`config.mk`:
```
export PLATFORM = sky130hd
export DESIGN_NAME = kloosterman_sum_real
export DESIGN_NICKNAME = d
export VERILOG_FILES = /design/src/rtl/ks_pkg.sv /design/src/rtl/ks_divider.sv /design/src/rtl/ks_front.sv /design/src/rtl/ks_engine.sv /design/src/rtl/kloosterman_sum_real.sv
export SDC_FILE = /design/constraint.sdc
export NUM_CORES = 2
export LEC_CHECK = 0
export ABC_CLOCK_PERIOD_IN_PS = 23900
export BUFFER_PORTS_ARGS = -buffer_cell sky130_fd_sc_hd__buf_2
export CAP_MARGIN = 20
export CORE_MARGIN = 2
export CORE_UTILIZATION = 56
export CTS_CLUSTER_DIAMETER = 60
export DETAILED_ROUTE_END_ITERATION = 10
export MAX_ROUTING_LAYER = met4
export PLACE_DENSITY = 0.7
export SYNTH_ARGS = -nofsm -noshare
export SYNTH_HDL_FRONTEND = slang
export SYNTH_SLANG_ARGS = --single-unit
```
`constraint.sdc`:
```
create_clock -name clk -period 23.9 [get_ports clk]
set_input_delay 4.78 -clock clk [delete_from_list [all_inputs] [get_ports clk]]
set_output_delay 4.78 -clock clk [all_outputs]
set_load 0.005 [all_outputs]
```
`src/rtl/ks_pkg.sv`:
```
`timescale 1ns / 1ps
// ----------------------------------------------------------------------------
// ks_pkg: shared types and constants
// Widths, CORDIC table and the front-to-back job word of the sum block.
// ----------------------------------------------------------------------------
package ks_pkg;

  localparam int TURN_BITS    = 20;
  localparam int CORDIC_STEPS = 30;
  localparam logic signed [33:0] CORDIC_GAIN = 34'sd652032874;

  function automatic logic signed [33:0] atan_turn(input logic [4:0] i);
    logic signed [33:0] v;
    unique case (i)
      5'd0:  v = 34'sd536870912;
      5'd1:  v = 34'sd316933406;
      5'd2:  v = 34'sd167458907;
      5'd3:  v = 34'sd85004756;
      5'd4:  v = 34'sd42667331;
      5'd5:  v = 34'sd21354465;
      5'd6:  v = 34'sd10679838;
      5'd7:  v = 34'sd5340245;
      5'd8:  v = 34'sd2670163;
      5'd9:  v = 34'sd1335087;
      5'd10: v = 34'sd667544;
      5'd11: v = 34'sd333772;
      5'd12: v = 34'sd166886;
      5'd13: v = 34'sd83443;
      5'd14: v = 34'sd41722;
      5'd15: v = 34'sd20861;
      5'd16: v = 34'sd10430;
      5'd17: v = 34'sd5215;
      5'd18: v = 34'sd2608;
      5'd19: v = 34'sd1304;
      5'd20: v = 34'sd652;
      5'd21: v = 34'sd326;
      5'd22: v = 34'sd163;
      5'd23: v = 34'sd81;
      5'd24: v = 34'sd41;
      5'd25: v = 34'sd20;
      5'd26: v = 34'sd10;
      5'd27: v = 34'sd5;
      5'd28: v = 34'sd3;
      5'd29: v = 34'sd1;
      default: v = 34'sd0;
    endcase
    return v;
  endfunction

  typedef enum logic [1:0] {
    JOB_ZERO,
    JOB_ONE,
    JOB_SUM
  } job_kind_t;

  typedef struct packed {
    job_kind_t   kind;
    logic [15:0] m;
    logic [15:0] n;
    logic [16:0] c;
  } job_t;

  typedef enum logic [3:0] {
    ST_IDLE,
    ST_RED_M,
    ST_RED_N,
    ST_NEXT_X,
    ST_EUC,
    ST_EUC_DIV,
    ST_PHASE,
    ST_PH_MUL2,
    ST_PH_DIV,
    ST_FRAC,
    ST_FRAC_DIV,
    ST_CORDIC,
    ST_ACC,
    ST_DONE
  } eng_state_t;

endpackage

```
`src/rtl/ks_divider.sv`:
```
`timescale 1ns / 1ps
// ----------------------------------------------------------------------------
// ks_divider: restoring divider
// One quotient bit per cycle; quotient and remainder held until next start.
// ----------------------------------------------------------------------------
module ks_divider #(
  parameter int W = 40
) (
  input  logic         clk,
  input  logic         rst,
  input  logic         start,
  input  logic [W-1:0] dividend,
  input  logic [W-1:0] divisor,
  output logic         busy,
  output logic [W-1:0] quotient,
  output logic [W-1:0] remainder
);
  localparam int CW = $clog2(W + 1);

  logic [W-1:0] den;
  logic [CW-1:0] count;
  logic [W:0] trial;

  assign trial = {remainder, quotient[W-1]} - {1'b0, den};

  always_ff @(posedge clk) begin
    if (rst) begin
      busy  <= 1'b0;
      count <= '0;
    end else if (start) begin
      busy  <= 1'b1;
      count <= CW'(W);
    end else if (busy) begin
      count <= count - 1'b1;
      if (count == CW'(1)) busy <= 1'b0;
    end
  end

  always_ff @(posedge clk) begin
    if (start) begin
      den       <= divisor;
      quotient  <= dividend;
      remainder <= '0;
    end else if (busy) begin
      if (!trial[W]) begin
        remainder <= trial[W-1:0];
        quotient  <= {quotient[W-2:0], 1'b1};
      end else begin
        remainder <= {remainder[W-2:0], quotient[W-1]};
        quotient  <= {quotient[W-2:0], 1'b0};
      end
    end
  end
endmodule

```
`src/rtl/ks_front.sv`:
```
`timescale 1ns / 1ps
// ----------------------------------------------------------------------------
// ks_front: input stage and job queue
// Classifies the modulus and queues jobs for the engine (two entries).
// ----------------------------------------------------------------------------
module ks_front #(
  parameter int MAX_MODULUS = 4096
) (
  input  logic          clk,
  input  logic          rst,
  input  logic          valid,
  output logic          ready,
  input  logic [15:0]   m_value,
  input  logic [15:0]   n_value,
  input  logic [12:0]   modulus,
  output logic          job_valid,
  input  logic          job_ready,
  output ks_pkg::job_t  job
);
  ks_pkg::job_t q [2];
  logic rd_ptr, wr_ptr;
  logic [1:0] fill;
  logic push, pop;
  ks_pkg::job_t cls;

  always_comb begin
    cls.m = m_value;
    cls.n = n_value;
    cls.c = {4'd0, modulus};
    if (modulus == 13'd1) cls.kind = ks_pkg::JOB_ONE;
    else if (modulus >= 13'd2 && 32'(modulus) <= MAX_MODULUS) cls.kind = ks_pkg::JOB_SUM;
    else cls.kind = ks_pkg::JOB_ZERO;
  end

  assign ready     = (fill != 2'd2);
  assign job_valid = (fill != 2'd0);
  assign job       = q[rd_ptr];
  assign push      = valid && ready;
  assign pop       = job_valid && job_ready;

  always_ff @(posedge clk) begin
    if (rst) begin
      rd_ptr <= 1'b0;
      wr_ptr <= 1'b0;
      fill   <= '0;
    end else begin
      if (push) wr_ptr <= ~wr_ptr;
      if (pop) rd_ptr <= ~rd_ptr;
      fill <= fill + {1'b0, push} - {1'b0, pop};
    end
  end

  always_ff @(posedge clk) begin
    if (push) q[wr_ptr] <= cls;
  end
endmodule

```
`src/rtl/ks_engine.sv`:
```
`timescale 1ns / 1ps
// ----------------------------------------------------------------------------
// ks_engine: residue loop
// Per residue: extended Euclid, phase, turn fraction, CORDIC, accumulate.
// ----------------------------------------------------------------------------
module ks_engine #(
  parameter int FRAC_BITS = 16
) (
  input  logic               clk,
  input  logic               rst,
  input  logic               job_valid,
  output logic               job_ready,
  input  ks_pkg::job_t       job,
  output logic               res_valid,
  input  logic               res_ready,
  output logic signed [29:0] sum_fixed,
  output logic signed [13:0] sum_rounded
);
  localparam int DW = 40;

  ks_pkg::eng_state_t state, state_next;

  logic [16:0] c, m, n, x;
  logic [16:0] ea, eb;
  logic signed [18:0] s0, s1;
  logic [33:0] prod;
  logic [16:0] xinv;
  logic [33:0] phase_sum;
  logic signed [47:0] acc;
  logic [19:0] frac;
  logic signed [33:0] cx, cy, cz;
  logic [4:0] step;
  logic [1:0] quad;

  logic div_start, div_busy;
  logic [DW-1:0] div_a, div_b, div_q, div_r;

  ks_divider #(.W(DW)) u_div (
    .clk(clk), .rst(rst), .start(div_start),
    .dividend(div_a), .divisor(div_b),
    .busy(div_busy), .quotient(div_q), .remainder(div_r)
  );

  // next state
  always_comb begin
    state_next = state;
    unique case (state)
      ks_pkg::ST_IDLE:
        if (job_valid) begin
          if (job.kind == ks_pkg::JOB_SUM) state_next = ks_pkg::ST_RED_M;
          else state_next = ks_pkg::ST_DONE;
        end
      ks_pkg::ST_RED_M:    if (!div_busy) state_next = ks_pkg::ST_RED_N;
      ks_pkg::ST_RED_N:    if (!div_busy) state_next = ks_pkg::ST_NEXT_X;
      ks_pkg::ST_NEXT_X:
        state_next = (x + 17'd1 >= c) ? ks_pkg::ST_DONE : ks_pkg::ST_EUC;
      ks_pkg::ST_EUC:
        if (eb == 17'd0) state_next = (ea == 17'd1) ? ks_pkg::ST_PHASE : ks_pkg::ST_NEXT_X;
        else state_next = ks_pkg::ST_EUC_DIV;
      ks_pkg::ST_EUC_DIV:  if (!div_busy) state_next = ks_pkg::ST_EUC;
      ks_pkg::ST_PHASE:    state_next = ks_pkg::ST_PH_MUL2;
      ks_pkg::ST_PH_MUL2:  state_next = ks_pkg::ST_PH_DIV;
      ks_pkg::ST_PH_DIV:   if (!div_busy) state_next = ks_pkg::ST_FRAC;
      ks_pkg::ST_FRAC:     state_next = ks_pkg::ST_FRAC_DIV;
      ks_pkg::ST_FRAC_DIV: if (!div_busy) state_next = ks_pkg::ST_CORDIC;
      ks_pkg::ST_CORDIC:
        if (step == 5'(ks_pkg::CORDIC_STEPS - 1)) state_next = ks_pkg::ST_ACC;
      ks_pkg::ST_ACC:      state_next = ks_pkg::ST_NEXT_X;
      ks_pkg::ST_DONE:     if (res_ready) state_next = ks_pkg::ST_IDLE;
      default:             state_next = ks_pkg::ST_IDLE;
    endcase
  end

  // outputs
  always_comb begin
    job_ready = (state == ks_pkg::ST_IDLE);
    res_valid = (state == ks_pkg::ST_DONE);
  end

  always_ff @(posedge clk) begin
    if (rst) state <= ks_pkg::ST_IDLE;
    else state <= state_next;
  end

  // divider launches: each state picks the operands of the division that the state it enters next waits on
  always_comb begin
    div_start = 1'b0;
    div_a = '0;
    div_b = {23'd0, c};
    unique case (state)
      ks_pkg::ST_IDLE: begin
        div_start = job_valid && job.kind == ks_pkg::JOB_SUM;
        div_a = {24'd0, job.m};
        div_b = {23'd0, job.c};
      end
      ks_pkg::ST_RED_M: begin
        div_start = !div_busy;
        div_a = {23'd0, n};
      end
      ks_pkg::ST_EUC: begin
        div_start = (eb != 17'd0);
        div_a = {23'd0, ea};
        div_b = {23'd0, eb};
      end
      ks_pkg::ST_PH_MUL2: begin
        div_start = 1'b1;
        div_a = {6'd0, phase_sum};
      end
      ks_pkg::ST_FRAC: begin
        div_start = 1'b1;
        div_a = {3'd0, prod[16:0], 20'd0};
      end
      default: ;
    endcase
  end

  logic signed [33:0] dx, dy;
  logic signed [34:0] s1q;
  logic signed [18:0] s_red;
  logic signed [63:0] fix_val;
  logic signed [47:0] rnd;
  logic signed [33:0] cosq;
  logic signed [33:0] cos_fix;
  localparam int SH = 30 - FRAC_BITS;

  assign dx = cx >>> step;
  assign dy = cy >>> step;
  assign s1q = s1 * $signed({1'b0, div_q[15:0]});
  assign s_red = (s0 < 0) ? s0 + $signed({2'b0, c}) : s0;

  always_comb begin
    unique case (quad)
      2'd0: cosq = cx;
      2'd1: cosq = -cy;
      2'd2: cosq = -cx;
      default: cosq = cy;
    endcase
    if (cosq >= 0) cos_fix = (cosq + (34'sd1 <<< (SH - 1))) >>> SH;
    else cos_fix = -((-cosq + (34'sd1 <<< (SH - 1))) >>> SH);
  end

  always_ff @(posedge clk) begin
    unique case (state)
      ks_pkg::ST_IDLE: begin
        c <= job.c;
        n <= {1'b0, job.n};
        x <= '0;
        acc <= (job.kind == ks_pkg::JOB_ONE) ? (48'sd1 <<< FRAC_BITS) : 48'sd0;
      end
      ks_pkg::ST_RED_M: if (!div_busy) m <= div_r[16:0];
      ks_pkg::ST_RED_N: if (!div_busy) n <= div_r[16:0];
      ks_pkg::ST_NEXT_X: begin
        x  <= x + 17'd1;
        ea <= x + 17'd1;
        eb <= c;
        s0 <= 19'sd1;
        s1 <= 19'sd0;
      end
      ks_pkg::ST_EUC_DIV:
        if (!div_busy) begin
          ea <= eb;
          eb <= div_r[16:0];
          s0 <= s1;
          s1 <= s0 - s1q[18:0];
        end
      ks_pkg::ST_PHASE: begin
        xinv <= s_red[16:0];
        prod <= m * x;
      end
      ks_pkg::ST_PH_MUL2: ;
      ks_pkg::ST_PH_DIV: if (!div_busy) prod <= {17'd0, div_r[16:0]};
      ks_pkg::ST_FRAC_DIV:
        if (!div_busy) begin
          quad <= div_q[19:18];
          cz   <= $signed({4'b0, div_q[17:0], 12'd0});
          cx   <= ks_pkg::CORDIC_GAIN;
          cy   <= '0;
          step <= '0;
        end
      ks_pkg::ST_CORDIC: begin
        if (cz >= 0) begin
          cx <= cx - dy;
          cy <= cy + dx;
          cz <= cz - ks_pkg::atan_turn(step);
        end else begin
          cx <= cx + dy;
          cy <= cy - dx;
          cz <= cz + ks_pkg::atan_turn(step);
        end
        step <= step + 5'd1;
      end
      ks_pkg::ST_ACC: acc <= acc + 48'(cos_fix);
      default: ;
    endcase
  end

  // second phase product: n * xinv, added combinationally to the registered m * x
  always_comb phase_sum = 34'(prod) + 34'(n) * 34'(xinv);

  // final outputs with saturation
  always_comb begin
    fix_val = 64'(acc);
    if (acc >= 0) rnd = (acc + (48'sd1 <<< (FRAC_BITS - 1))) >>> FRAC_BITS;
    else rnd = -((-acc + (48'sd1 <<< (FRAC_BITS - 1))) >>> FRAC_BITS);
    if (fix_val > 64'sd536870911) sum_fixed = 30'sh1FFFFFFF;
    else if (fix_val < -64'sd536870912) sum_fixed = 30'sh20000000;
    else sum_fixed = acc[29:0];
    if (rnd > 48'sd8191) sum_rounded = 14'sh1FFF;
    else if (rnd < -48'sd8192) sum_rounded = 14'sh2000;
    else sum_rounded = rnd[13:0];
  end
endmodule

```
`src/rtl/kloosterman_sum_real.sv`:
```
`timescale 1ns / 1ps
// Flow: a word with c < 2 or c out of range goes straight to its result; otherwise
//   m and n are reduced mod c, each x in 1..c-1 runs its Euclid quotient steps, and
//   each coprime x adds phase, fraction and 30 CORDIC steps, on the shared 40-bit divider.
// Throughput: one word at a time in the engine; the front queues two more.
// Reset: synchronous, active high; clears queue and engine state, no result.
// ----------------------------------------------------------------------------
// kloosterman_sum_real: real part of a Kloosterman sum
// Front queue classifies words; engine iterates residues with CORDIC cosine.
// ----------------------------------------------------------------------------
module kloosterman_sum_real #(
  parameter int MAX_MODULUS = 4096,
  parameter int FRAC_BITS   = 16
) (
  input  logic               clk,
  input  logic               rst,
  input  logic               in_valid,
  output logic               in_ready,
  input  logic [15:0]        m_value,
  input  logic [15:0]        n_value,
  input  logic [12:0]        modulus,
  output logic               out_valid,
  input  logic               out_ready,
  output logic signed [29:0] sum_fixed,
  output logic signed [13:0] sum_rounded
);
  logic job_valid, job_ready;
  ks_pkg::job_t job;

  // front: classify modulus, queue the word
  ks_front #(.MAX_MODULUS(MAX_MODULUS)) u_front (
    .clk(clk), .rst(rst), .valid(in_valid), .ready(in_ready),
    .m_value(m_value), .n_value(n_value), .modulus(modulus),
    .job_valid(job_valid), .job_ready(job_ready), .job(job)
  );

  // back: residue loop, result held until taken
  ks_engine #(.FRAC_BITS(FRAC_BITS)) u_engine (
    .clk(clk), .rst(rst), .job_valid(job_valid), .job_ready(job_ready),
    .job(job), .res_valid(out_valid), .res_ready(out_ready),
    .sum_fixed(sum_fixed), .sum_rounded(sum_rounded)
  );

  // a result must not drop before it is taken
  assert property (@(posedge clk) disable iff (rst)
    out_valid && !out_ready |=> out_valid)
    else $error("result dropped");
  // a queued job is only taken when engine is idle
  assert property (@(posedge clk) disable iff (rst)
    job_ready |-> !out_valid)
    else $error("engine accepts while result pending");
endmodule
```
## After elaboration in Yosys (flattened, before gate mapping)

Memories as Yosys holds them, arrays and structs flattened. A register that Yosys moved wholly into a read port is not among the register bits.
Index checks and enable logic that the tools add are counted.

| operators by class | value |
|---|---|
| $add $sub $neg | 26 |
| multiply operators | 3 |
| div/mod/pow operators | 0 |
| order comparisons | 11 |
| equal/unequal tests | 30 |
| shift operators | 2 |
| multiplexer cells | 70 |
| bitwise gates (word level) | 3 |
| reduce and logical (&&, ||, !) cells | 26 |

Operator list:

| cell | number |
|---|---|
| $mux W34 | 12 |
| $pmux W34 S2 | 4 |
| $pmux W37 S5 | 1 |
| $pmux W17 S2 | 5 |
| $add A34 B34 Y34 | 4 |
| $mux W40 | 3 |
| $neg A34 Y34 | 3 |
| $pmux W34 S3 | 1 |
| $sub A34 B34 Y34 | 3 |
| $add A48 B17 Y48 const B | 2 |
| $pmux W48 S2 | 1 |
| $pmux W19 S2 | 2 |
| $add A34 B15 Y34 const B | 2 |
| $ge A34 B1 Y1 const B | 2 |
| $mul A17 B17 Y34 | 2 |
| $mux W17 | 4 |
| $sshr A34 B5 Y34 | 2 |
| $mux W30 | 2 |
| $pmux W4 S14 | 1 |
| $add A48 B34 Y48 | 1 |
| $ge A48 B1 Y1 const B | 1 |
| $gt A48 B14 Y1 const B | 1 |
| $gt A48 B30 Y1 const B | 1 |
| $lt A48 B14 Y1 const B | 1 |
| 51 further kinds | 110 |

| word-level totals | value |
|---|---|
| bits in registers | 483 |
| bits in latches | 0 |
| memory bits (writable) | 94 |
| ROM bits | 1920 |
| output and inout bits | 46 |
| word-level logic and storage cells | 200 |
| memories kept | 3 |

Memory list:

| name | depth | width | read ports | clocked after Yosys merged registers in | write ports | line | source |
|---|---|---|---|---|---|---|---|
| (name not given) | 32 | 30 | 1 | 1 | 0 | ks_pkg.sv:14 | `unique case (i)` |
| (name not given) | 32 | 30 | 1 | 1 | 0 | ks_pkg.sv:14 |  |
| u_front.q | 2 | 47 | 1 | 1 | 1 | ks_front.sv:20 | `ks_pkg::job_t q [2];` |

## Logic depth before layout (Yosys ltp)

| logic depth | value |
|---|---|
| word-level depth | 8 |
| gate-level depth with buffers | 35 |
| gate-level depth less buffers | 33 |

## By module

From an unflattened synthesis, not the netlist that was laid out.

| unflattened totals | value |
|---|---|
| cells, all modules | 8201 |
| area total of the unflattened synthesis | 73565.6 um^2 |

Modules (own cells, without submodules):

| module | instances | cells each | area an instance (um^2) | seq. area each (um^2) |
|---|---|---|---|---|
| ks_engine | 1 | 7280 | 62177.1 | 11130.7 |
| ks_divider | 1 | 738 | 7551.0 | 3343.2 |
| ks_front | 1 | 183 | 3837.4 | 2922.8 |

## Least setup slack after synthesis

No wires, ideal clock.

| path | value |
|---|---|
| path kind | reg2out |
| start point | reg u_engine.acc[16] |
| end point | out sum_rounded[0] |
| arrival | 4728 ps |
| setup slack | 14392 ps |
| cell stages (with the launch flop) | 19 |
| path through | edfxtp_1 -> clkbuf_1 -> buf_1 -> inv_1 -> ha_1 -> nor4b_1 -> nand4_1 -> a21o_1 -> or4_1 -> a211oi_2 -> nand2_1 -> nor3_1 -> o21ai_0 -> a22oi_1 -> xnor2_1 -> nor2_1 -> and4_1 -> nor2_1 -> o21a_1 |

| on the way | value |
|---|---|
| longest elaborated chain between the ends | 7 |

RTL lines:

| what | line | source |
|---|---|---|
| start, declared | ks_engine.sv:29 | `logic signed [47:0] acc;` |
| start signal, assigned | ks_engine.sv:148 | `acc <= (job.kind == ks_pkg::JOB_ONE) ? (48'sd1 <<< FRAC_BITS) : 48'sd0;` |
| start signal, assigned | ks_engine.sv:192 | `ks_pkg::ST_ACC: acc <= acc + 48'(cos_fix);` |
| $neg A48 Y48 | ks_engine.sv:204 | `else rnd = -((-acc + (48'sd1 <<< (FRAC_BITS - 1))) >>> FRAC_BITS);` |
| $add A48 B17 Y48 | ks_engine.sv:204 |  |
| $neg A32 Y48 | ks_engine.sv:204 |  |
| $mux W48 * | ks_engine.sv:203 | `if (acc >= 0) rnd = (acc + (48'sd1 <<< (FRAC_BITS - 1))) >>> FRAC_BITS;` |
| $lt A48 B14 Y1 | ks_engine.sv:209 | `else if (rnd < -48'sd8192) sum_rounded = 14'sh2000;` |
| $mux W14 | ks_engine.sv:209 |  |
| $mux W14 * | ks_engine.sv:208 | `if (rnd > 48'sd8191) sum_rounded = 14'sh1FFF;` |
| end, declared | kloosterman_sum_real.sv:25 | `output logic signed [13:0] sum_rounded` |

Mark *: on every way between the ends. The rest lies on a longest branch, timed or not.

## Worst setup path after layout

| path | value |
|---|---|
| start point | reg u_engine.acc[17] |
| end point | out sum_rounded[0] |

The elaborated chain is that of the path after synthesis.

==> out/metrics.json <==
{
  "outcome": {"value": "completed"},
  "cts.htree.levels": {"value": 3},
  "synthArstFlopShare": {"value": 0},
  "clock_tree.buffer_depth": {"value": 3},
  "yosys_warnings": {"value": 0},
  "floorplan.io_pins": {"value": 95},
  "gp_congestion": {"value": 0.9959},
  "setup.worst_path.class": {"value": "reg -> out"},
  "grt_first_pass_wirelength": {"value": 318400, "unit": "um"},
  "std_cell_rows": {"value": 128},
  "cp_data_required_time": {"value": 19.12, "unit": "ns"},
  "post_cts_hold_buffer_count": {"value": 0},
  "crit_reg_reg_startpoint": {"value": "u_engine.quad[0]"},
  "route.antenna.remaining_nets": {"value": 0},
  "crit_fanout": {"value": 16},
  "drc_errors": {"value": 0},
  "post_synth_most_frequent_cells": {"value": "nand2_1, inv_1, fa_1, nor2_1, edfxtp_1"},
  "tritoncts.num_buffers": {"value": 78},
  "flow.area_growth_from_synthesis": {"value": 6.472, "unit": "%"},
  "setup.worst_path.end_class": {"value": "primary output"},
  "routed_wire_length_per_instance": {"value": 21.64, "unit": "um"},
  "synth_most_common_cell": {"value": "nand2_1"},
  "synth-edff-count": {"value": 495},
  "hpwl": {"value": 149500, "unit": "um"},
  "dr.first_iter.drc_count": {"value": 5082},
  "timing.clock.skew": {"value": 0.08320, "unit": "ns"},
  "synth.cell_area": {"value": 68860, "unit": "um2"},
  "r2r-end": {"value": "u_engine.acc[42]"},
  "grt_pass1_vias": {"value": 56620},
  "num_vias": {"value": 56610},
  "path_cells": {"value": "or4_4 -> nor4_1 -> o21ai_0 -> xor2_1 -> a21oi_1 -> nand3_1 -> nor3_1 -> o21ai_0 -> a22oi_1 -> xnor2_1 -> nor2_1 -> and4_1 -> nor2_1 -> o21a_1 -> buf_2"},
  "tritoncts": {"value": "done"},
  "port_buffers": {"value": 94},
  "grtUsageTotal": {"value": 0.3288},
  "worstRegToRegCells": {"value": 30},
  "total_overflow_reported_by_the_global_router": {"value": 0},
  "hp-start": {"value": "u_engine.u_div.count[1]"},
  "final-setup-viol-count": {"value": 0},
  "cts.sink_count": {"value": 581},
  "cp_slowest_cell": {"value": "nor4_1"},
  "hold_path.class": {"value": "reg -> reg"},
  "setup_repair_after_global_routing_missed_its_margin": {"value": "false"},
  "timing.critical_path.max_delay_family": {"value": "simple AND/OR/NAND/NOR gates"},
  "crit_path_start": {"value": "u_engine.acc[17]"},
  "finalWirelength": {"value": 199500, "unit": "um"},
  "layout.nets": {"value": 8696},
  "reg2reg_setup_slack": {"value": 14.33, "unit": "ns"},
  "netlist.area_leader.share": {"value": 0.2158},
  "max_cap_violations": {"value": 0},
  "count_of_mapped_cells_out_of_synthesis": {"value": 7682},
  "synth-seq-cells": {"value": 581},
  "skew_pair_late_insertion_delay": {"value": 0.72, "unit": "ns"},
  "firstDrtPassIters": {"value": 6},
  "fp.coreArea": {"value": 121900, "unit": "um2"},
  "finalHoldViolCount": {"value": 0},
  "crit_path_max_incr_delay": {"value": 0.73, "unit": "ns"},
  "timing.slew.headroom": {"value": 0.2479},
  "largest_net_degree_at_the_start_of_global_routing": {"value": 90},
  "cts.repair.resized": {"value": 0},
  "worst_setup_hold_path_clk_slew": {"value": 0.06, "unit": "ns"},
  "synth_seq_area_share": {"value": 0.2408},
  "synth_top_area_cell": {"value": "edfxtp_1"},
  "min_delay_worst_endpoint": {"value": "u_engine.u_div.count[1]"},
  "worst_max_slew_pin_slew": {"value": 1.128, "unit": "ns"},
  "number_of_antenna_violations_at_the_first_check_in_global_routing": {"value": 5},
  "chipWidth": {"value": 354.7, "unit": "um"},
  "finish.cell_count_without_fillers": {"value": 9220},
  "achievable-frequency": {"value": 86.65, "unit": "MHz"},
  "syn_area_per_cell": {"value": 8.964, "unit": "um2"},
  "fillerInstances": {"value": 10580},
  "fin_crit": {"value": 11.54, "unit": "ns"},
  "clk_root_buffer_cell": {"value": "clkbuf_16"},
  "timing_max_transition_violations_final": {"value": 0},
  "final.period_utilization": {"value": 0.4829},
  "dpl.cell_count": {"value": 9069},
  "die_height": {"value": 354.7, "unit": "um"},
  "synthTopCellsByArea": {"value": "edfxtp_1, fa_1, ha_1"},
  "critPathBufInv": {"value": 1},
  "dominantRegCellSynth": {"value": "edfxtp_1"},
  "post_cts_buffers": {"value": 0},
  "floorplan.initialDensity": {"value": 0.5650},
  "post_drt_via_cell_ratio": {"value": 6.140},
  "drive_above_1_share": {"value": 0.07127},
  "whs_path_depth": {"value": 2},
  "floorplan.die_area": {"value": 125800, "unit": "um2"},
  "mappedNetlistNets": {"value": 8850},
  "synthDistinctLibCells": {"value": 103},
  "critical_path_source_type": {"value": "register"},
  "final.setup.tns": {"value": 0, "unit": "ns"},
  "critPathArrivalTime": {"value": 6.76, "unit": "ns"}
}
[metrics by stage]
stage	hold slack, ns	utilization	cell area, um2	worst slack [ns]
floorplan	0.4262	-	68860	14.39
global placement	0.4889	0.5790	70560	13.21
detailed placement	0.4946	0.5790	70560	13.14
CTS	0.5045	0.6010	73250	12.38
global route	0.5285	0.6016	73320	11.80
finish	0.5064	0.6016	73320	12.36
[cell usage in the layout (no fill, tap or decap), drive strengths merged, types with 36 or more instances in the layout]
| master | netlist | routed |
|---|---|---|
| clkbuf | 344 | 93 |
| nor4 | 65 | 65 |
| a211oi | 40 | 40 |
| nor2 | 542 | 542 |
| nor3 | 170 | 170 |
| inv | 865 | 878 |
| o21a | 91 | 91 |
| and2 | 313 | 313 |
| mux2i | 75 | 75 |
| ha | 492 | 492 |
| edfxtp | 495 | 495 |
| xnor2 | 255 | 255 |
| or3 | 59 | 59 |
| a21o | 83 | 83 |
| and3 | 50 | 50 |
| a21oi | 339 | 339 |
| nand2b | 63 | 63 |
| dfxtp | 86 | 86 |
| o31ai | 36 | 36 |
| nand3 | 143 | 143 |
| nand2 | 1016 | 1016 |
| a22oi | 41 | 41 |
| mux2 | 65 | 65 |
| mux4 | 77 | 77 |
| nor2b | 52 | 52 |
| buf | 62 | 172 |
| xor2 | 233 | 233 |
| fa | 627 | 627 |
| o21ai | 362 | 362 |
| a31oi | 73 | 73 |
| nand4 | 44 | 44 |
[cell families (layout without fill, tap and decap cells)]
kind of cell | after synthesis | after routing | synth area share
fa+ha+maj | 1119 | 1119 | 0.2717
compound gates | 1362 | 1362 | 0.1273
flops | 581 | 581 | 0.2408
simple gates | 2643 | 2643 | 0.1817
other cells | 0 | 4 | 0
xor+xnor | 488 | 488 | 0.06207
buf+inv | 1272 | 1181 | 0.06971
mux | 217 | 217 | 0.04671
[state kept, by name (all words and copies together) (netlist names), 34 cells and up, named ones only]
signal,flops
u_front.q,94
u_engine.acc,48
u_engine.u_div.quotient,40
u_engine.u_div.remainder,40
u_engine.cx,34
u_engine.cy,34
u_engine.cz,34
u_engine.prod,34
[worst min-delay path, stage by stage (launching register included)]
cell       delay [ns]
dfxtp_1          0.33
nor2_1           0.08
a2111oi_0        0.06
[routing by layer]
layer | track usage | vias up | routed length, um
li1 | - | 25860 | -
met1 | 0.4197 | 27800 | 80880
met2 | 0.5260 | 2410 | 94810
met3 | 0.04848 | 540 | 14980
met4 | 0.1354 | 0 | 8837
met5 | - | - | 0
[area by class of cell]
type                    count  area, um2  area share
diodes                      4      10.01   0.0001365
well taps                1625       2033     0.02773
multi-input cells        5829      47660      0.6500
repair buffers            172       1090     0.01486
clock buffers              93       2008     0.02739
clock inverters            50      675.6    0.009215
flip-flops and latches    581      16590      0.2263
inverters                 866       3253     0.04437
[worst max path at each step]
stage,cells after the start,slack [ns],endpoint
after global routing,15,11.80,sum_rounded[0]
after floorplan,18,14.39,sum_rounded[0]
after detailed placement,15,13.14,sum_rounded[7]
after CTS,15,12.38,sum_rounded[7]
final,15,12.36,sum_rounded[0]
after global placement,15,13.21,sum_rounded[3]
Power is left out: the tool's default activity adds up to more than one toggle a clock period on the data nets, which glitch-free logic cannot reach.
